==> config.mk <==
export PLATFORM = sky130hd
export DESIGN_NAME = tcf_front
export DESIGN_NICKNAME = d
export VERILOG_FILES = /design/src/sv/tcf_pkg.sv /design/src/sv/tcf_front.sv
export SDC_FILE = /design/constraint.sdc
export NUM_CORES = 1
export LEC_CHECK = 0
export BUFFER_PORTS_ARGS = -buffer_cell sky130_fd_sc_hd__buf_2
export CAP_MARGIN = 20
export CORE_MARGIN = 10
export CORE_UTILIZATION = 41
export DETAILED_ROUTE_END_ITERATION = 7
export PLACE_DENSITY = 0.62
export SLEW_MARGIN = 20
export SYNTH_ARGS = -nofsm -noshare
export SYNTH_HDL_FRONTEND = slang
export SYNTH_SLANG_ARGS = --single-unit
export TNS_END_PERCENT = 10
==> constraint.sdc <==
create_clock -name i_clk -period 4.2 [get_ports i_clk]
set_input_delay 0.42 -clock i_clk [delete_from_list [all_inputs] [get_ports i_clk]]
set_output_delay 0.42 -clock i_clk [all_outputs]
set_load 0.005 [all_outputs]
==> src/sv/tcf_pkg.sv <==
`timescale 1ns / 1ps
// ----------------------------------------------------------------------------
// tcf_pkg
// Shared types, constants and the CORDIC arctangent table of the tilt filter.
// ----------------------------------------------------------------------------
package tcf_pkg;

    localparam int CordicSteps = 16;
    localparam int StepW       = $clog2(CordicSteps + 1);

    localparam logic [15:0] StepTimeRst = 16'd655;
    localparam logic [15:0] GainRst     = 16'd1311;
    localparam logic [15:0] CalibRst    = 16'd50;

    localparam logic [1:0] RegStepTime = 2'd0;
    localparam logic [1:0] RegGain     = 2'd1;
    localparam logic [1:0] RegCalib    = 2'd2;

    localparam logic signed [35:0] PiQ30     = 36'sd3373259426;
    localparam logic signed [35:0] TwoPiQ30  = 36'sd6746518852;
    localparam logic signed [35:0] HalfPiQ30 = 36'sd1686629713;
    localparam logic signed [35:0] OneQ30    = 36'sd1073741824;
    localparam logic signed [19:0] PiU13     = 20'sd25736;
    localparam logic signed [19:0] TwoPiU13  = 20'sd51472;

    typedef enum logic [3:0] {
        S_IDLE, S_CAL_DIV, S_PRED_MUL, S_PRED_ADD, S_ROT_PREP, S_ROT,
        S_DOT_MUL, S_VEC_PREP, S_VEC, S_GAIN_MUL, S_TIME_MUL, S_WRAP, S_DONE
    } t_state;

    typedef struct packed {
        logic               cmd;
        logic signed [15:0] gyro_rate;
        logic signed [15:0] accel_x;
        logic signed [15:0] accel_y;
    } t_item;

    typedef struct packed {
        logic signed [15:0] tilt_angle;
        logic signed [15:0] corrected_rate;
    } t_result;

    function automatic logic signed [35:0] atan_q30(input logic [4:0] i);
        case (i)
            5'd0:  atan_q30 = 36'h03243F6A8;
            5'd1:  atan_q30 = 36'h01DAC6705;
            5'd2:  atan_q30 = 36'h00FADBAFC;
            5'd3:  atan_q30 = 36'h007F56EA6;
            5'd4:  atan_q30 = 36'h003FEAB76;
            5'd5:  atan_q30 = 36'h001FFD55B;
            5'd6:  atan_q30 = 36'h000FFFAAA;
            5'd7:  atan_q30 = 36'h0007FFF55;
            5'd8:  atan_q30 = 36'h0003FFFEA;
            5'd9:  atan_q30 = 36'h0001FFFFD;
            5'd10: atan_q30 = 36'h0000FFFFF;
            5'd11: atan_q30 = 36'h00007FFFF;
            5'd12: atan_q30 = 36'h00003FFFF;
            5'd13: atan_q30 = 36'h00001FFFF;
            5'd14: atan_q30 = 36'h00000FFFF;
            5'd15: atan_q30 = 36'h000007FFF;
            5'd16: atan_q30 = 36'h000003FFF;
            5'd17: atan_q30 = 36'h000001FFF;
            5'd18: atan_q30 = 36'h000000FFF;
            5'd19: atan_q30 = 36'h0000007FF;
            5'd20: atan_q30 = 36'h0000003FF;
            5'd21: atan_q30 = 36'h0000001FF;
            5'd22: atan_q30 = 36'h0000000FF;
            5'd23: atan_q30 = 36'h00000007F;
            default: atan_q30 = '0;
        endcase
    endfunction

endpackage

==> src/sv/tcf_front.sv <==
`timescale 1ns / 1ps
// ----------------------------------------------------------------------------
// tcf_front
// Input side: accepts items into a two-entry queue for the back end.
// ----------------------------------------------------------------------------
module tcf_front (
    input  logic          i_clk,
    input  logic          i_rst_n,
    input  logic          i_valid,
    output logic          o_ready,
    input  tcf_pkg::t_item i_item,
    output logic          o_valid,
    input  logic          i_ready,
    output tcf_pkg::t_item o_item
);
    tcf_pkg::t_item r_q [2];
    logic           r_wp, r_rp;
    logic [1:0]     r_cnt;
    logic           w_push, w_pop;

    assign o_ready = (r_cnt != 2'd2);
    assign o_valid = (r_cnt != 2'd0);
    assign o_item  = r_q[r_rp];
    assign w_push  = i_valid && o_ready;
    assign w_pop   = o_valid && i_ready;

    always_ff @(posedge i_clk) begin
        if (w_push) begin
            r_q[r_wp] <= i_item;
        end
        if (!i_rst_n) begin
            r_wp <= 1'b0; r_rp <= 1'b0; r_cnt <= 2'd0;
        end else begin
            if (w_push) r_wp <= ~r_wp;
            if (w_pop)  r_rp <= ~r_rp;
            r_cnt <= r_cnt + {1'b0, w_push} - {1'b0, w_pop};
        end
    end

    a_cnt_bound: assert property (@(posedge i_clk) disable iff (!i_rst_n)
        r_cnt != 2'd3) else $error("queue count overflow");
    a_no_pop_empty: assert property (@(posedge i_clk) disable iff (!i_rst_n)
        r_cnt == 2'd0 |-> !w_pop) else $error("pop from empty queue");
    a_full_hold: assert property (@(posedge i_clk) disable iff (!i_rst_n)
        (r_cnt == 2'd2 && !w_pop) |=> r_cnt == 2'd2) else $error("full lost");
endmodule

Yosys cells after proc, flatten, opt, wreduce, memory -nomap -nowiden
Memories as Yosys holds them, arrays and structs flattened. A register that Yosys moved wholly into a read port is not among the register bits.
Cells that the tools add are included.
{"block": "op_classes", "eq_ne": 1, "reduce_logical": 3, "addsub": 2, "n_mux": 4, "bitwise": 2}
{"op": "$mux 1", "count": 4}
{"op": "$add 2x1->2", "count": 1}
{"op": "$logic_and 1x1->1", "count": 2}
{"op": "$ne 2x2->1 const B", "count": 1}
{"op": "$not 1->1", "count": 2}
{"op": "$reduce_bool 2->1", "count": 1}
{"op": "$sub 2x1->2", "count": 1}
{"block": "word_totals", "word_cells": 16, "ramBits": 98, "out_inout_bits": 51, "n_memories": 1, "register_bits": 4, "in_bits": 53}
{"name": "r_q", "words": 2, "width": 49, "read_ports": 1, "rd_clocked_by_memory_dff": 1, "write_ports": 1, "line": "tcf_front.sv:16", "source": "tcf_pkg::t_item r_q [2];"}

Depth between registers and ports, before layout
{"block": "logic_depth", "word_depth": 4, "ltp_mapped": 8, "ltp_nobuf": 8}

Worst setup path after synthesis
OpenSTA, ideal clock, no wires.
{"block": "synth_timing", "path_type": "reg-to-reg", "start": "reg r_cnt[0]", "end": "mem r_q[0][0] in the netlist's numbering (enable)", "path_slack_ns": 1.081, "required_ns": 3.744, "synth_period_minus_slack_ns": 3.119, "t_arrival_ns": 2.663, "stages_incl_launch_ff": 4, "setup_ns": 0.456, "n_path_buf": 0, "path_cell_list": "dfxtp_1 > nand2b_1 > nand2_1 > nor2_1"}
{"block": "synth_via", "elab_chain_cells": 4}
{"element": "start: declaration", "line": "tcf_front.sv:18", "source": "logic [1:0] r_cnt;"}
{"element": "start signal: assignment", "line": "tcf_front.sv:36", "source": "r_cnt <= r_cnt + {1'b0, w_push} - {1'b0, w_pop};"}
{"element": "$ne 2x2->1", "line": "tcf_front.sv:21", "source": "assign o_ready = (r_cnt != 2'd2);"}
{"element": "via o_ready", "line": "tcf_front.sv:10", "source": "output logic o_ready,"}
{"element": "$logic_and 1x1->1", "line": "tcf_front.sv:24", "source": "assign w_push = i_valid && o_ready;"}
{"element": "$mux 1", "line": "tcf_front.sv:28", "source": "if (w_push) begin"}
{"element": "$mux 1 (implied by the code)", "line": "tcf_front.sv:29", "source": "r_q[r_wp] <= i_item;"}
{"element": "end: declaration", "line": "tcf_front.sv:16"}
The timed path passes the listed nets, and every way through them passes these cells.

==> out/qor.csv <==
stage,metric,value,unit
timing,Slew Limit Fails,0,
setup_path,reg-to-reg critical path endpoint,r_q[0][0],
timing,final hold viol count,0,
floorplan,area of the die,13560,um2
synthesis,Gate Count Post-Synth,176,
timing,setup ws final,1.591,ns
cts,hold_buf cts,0,
global_route,vias in the first global route,2184,
cts,Clock transition at path regs,0.10,ns
power_and_ir_drop,NetSw,0.6601,mW
setup_path,worst path arrival time,2.19,ns
final_layout,most frequent cells in the layout,"buf_2, edfxtp_1, mux2_2",
detailed_routing,# DRC,0,
floorplan,Die X,116.5,um
final_layout,Final nets,343,
cts,"Clk Latency, worst-skew pair",0.35,ns
global_route,first-pass GRT wire length,10960,um
setup_path,r2r startpoint,r_cnt[0],
synthesis,Seq cells post-synth,103,
cts,post-CTS resize count,0,
final_layout,diode count,0,
detailed_routing,first-pass iteration count of the detailed router,4,
placement,RePlAce Congestion,0.6727,
cts,htree depth,3,
setup_path,r2r worst-path depth,4,
detailed_routing,Post-Route WL,7168,um
power_and_ir_drop,power per cell area,538.5,nW/um2
hold_path,Hold Crit Class,primary input to flop,
final_layout,Post-Layout Cell Count,404,
timing,Clock Skew,0.007541,ns
timing,setup_tns,0,ns
detailed_routing,routed vias/inst,4.698,
cts,CTS tree,built,
setup_path,CP Launch Type,flop,
power_and_ir_drop,Clock Power Share,0.216,
cts,Num CTS Buffers,9,
timing,fin crit period,2.609,ns
detailed_routing,vias after detailed routing,1898,
floorplan,row cnt,35,
global_route,grt ovf,0,
synthesis,synth warn,0,
timing,Slew HR,0.3410,
final_layout,"most common cell after layout, fill and taps aside",buf_2,
cts,CTS Sinks,103,
power_and_ir_drop,Comb power frac,0.235,
timing,# setup viols final,0,
global_route,Total GRT Usage,0.1073,
power_and_ir_drop,P_leak,1.737,nW
synthesis,sequential share of the synthesized area,0.7976,
power_and_ir_drop,Peak VDD IR,253.6,uV
cts,Post-CTS Setup Bufs,0,
final_layout,fillcell total,780,
setup_path,kind of critical path,flop to output pin,
floorplan,I/O pins,104,
setup_path,Setup crit end,o_item[19],
timing,RSZ-0062 raised after global routing,no,
flow_run,MaxCap Viol Count,0,
status,status,completed,
placement,Post-DP HPWL,4912,um
setup_path,"Req. time, crit path",3.78,ns
detailed_routing,Antenna Nets Post-Route,0,
cts,clk buf depth,2,
floorplan,initial core utilization,0.4168,
cts,Root Buffer,clkbuf_8,
detailed_routing,WL/cell,17.74,um
synthesis,Yosys cell types,19,
power_and_ir_drop,cell-internal power,1.827,mW
timing,FMAX,383.2,MHz
synthesis,Post-Syn Nets,231,
final_layout,layout cells sized above 1,0.5904,
placement,I/O Buffers,103,
setup_path,largest fanout on the critical path,28,
setup_path,CP Capture Type,output pin,
global_route,initial antenna violation count,0,
power_and_ir_drop,Flop pwr share,0.550,
placement,placed cell count,388,
global_route,largest net degree at the start of global routing,40,
synthesis,syn_area_per_cell,21.68,um2
power_and_ir_drop,Net Sw Frac,0.2654,
timing,Fin Hold WS,0.2435,ns
floorplan,Die H,116.5,um
timing,Slew @ Worst Pin,0.9862,ns
timing,period utilization,0.6213,
final_layout,Area Growth Syn to Fin,21.06,%
setup_path,FF-to-FF setup slack,2.02,ns
synthesis,Mapped Area,3815,um2
placement,setup slack at placement,1.935,ns
floorplan,Placeable Area,9153,um2
detailed_routing,Initial DRC Count,65,
-- power groups by stage --
stage	sequential [mW]	clock [mW]	combinational, mW
floorplan	1.35	0	0.401
global placement	1.38	0	0.600
detailed placement	1.39	0	0.605
CTS	1.37	0.555	0.607
global route	1.38	0.599	0.651
finish	1.37	0.536	0.584
-- cell type report --
type | instances | area [um2] | area share
well taps | 111 | 138.9 | 0.03007
flip-flops and latches | 103 | 3044 | 0.6592
clock buffers | 10 | 127.6 | 0.02763
multi-input cells | 67 | 728.2 | 0.1577
repair buffers | 106 | 538.0 | 0.1165
inverters | 1 | 3.754 | 0.0008128
clock inverters | 6 | 37.54 | 0.008128
-- sequential cells by signal, indices dropped and copies added (netlist names), named ones only --
| signal | count |
|---|---|
| r_wp | 1 |
| r_rp | 1 |
| r_q | 98 |
| r_cnt | 2 |
-- metrics by stage --
stage                     power [mW]  cell area (um2)    util
after detailed placement       1.998             4453  0.4865
after global placement         1.985             4453  0.4865
after global routing           2.634             4618  0.5046
after CTS                      2.533             4618  0.5046
final                          2.487             4618  0.5046
after floorplan                1.749             3815       -
-- kinds of logic (layout without fill, tap and decap cells) --
family | count (synthesis) | after routing | synth area share
adder cells (fa/ha/maj) | 2 | 2 | 0.006558
XOR/XNOR | 3 | 3 | 0.006889
multiplexers | 50 | 50 | 0.1571
AND/OR/NAND/NOR | 11 | 11 | 0.01607
buffers and inverters | 6 | 123 | 0.01377
flip-flops | 103 | 103 | 0.7976
AO/OA/AOI/OAI | 1 | 1 | 0.001969
-- worst max-delay path: stages, from the launching register on --
cell and delay [ns]:
dfxtp_2 0.86, buf_4 0.44, mux2_2 0.39, buf_2 0.13
-- worst min path at each step --
stage | from | end | slack, ns | depth (start not counted)
floorplan | r_wp | r_wp | 0.45 | 2
CTS | i_item[30] | r_q[1][30] | 0.22 | 1
detailed placement | r_wp | r_wp | 0.51 | 2
global placement | r_wp | r_wp | 0.51 | 2
finish | i_item[27] | r_q[0][27] | 0.24 | 1
global route | i_item[6] | r_q[1][6] | 0.22 | 1
-- cells in the mapped netlist (all sizes together) --
library cell,n,share of area
nor2,1,0.00098
o21a,1,0.0020
dfxtp,5,0.026
or2,1,0.0016
buf,5,0.013
edfxtp,98,0.77
mux2,49,0.15
nor2b,2,0.0033
ha,2,0.0066
inv,1,0.00098
and2,2,0.0033
nand2,2,0.0020
nand2b,2,0.0033
mux2i,1,0.0026
xnor2,3,0.0069
and3,1,0.0016
-- metal layers --
layer / vias to the layer above / part of all wire / track usage
met5: - / 0 / 0
met4: 0 / 0.015 / 0.05671
met3: 9 / 0.081 / 0.04263
met2: 67 / 0.49 / 0.1772
met1: 917 / 0.42 / 0.1165
li1: 905 / - / -
(Power assumes the default switching activity.)
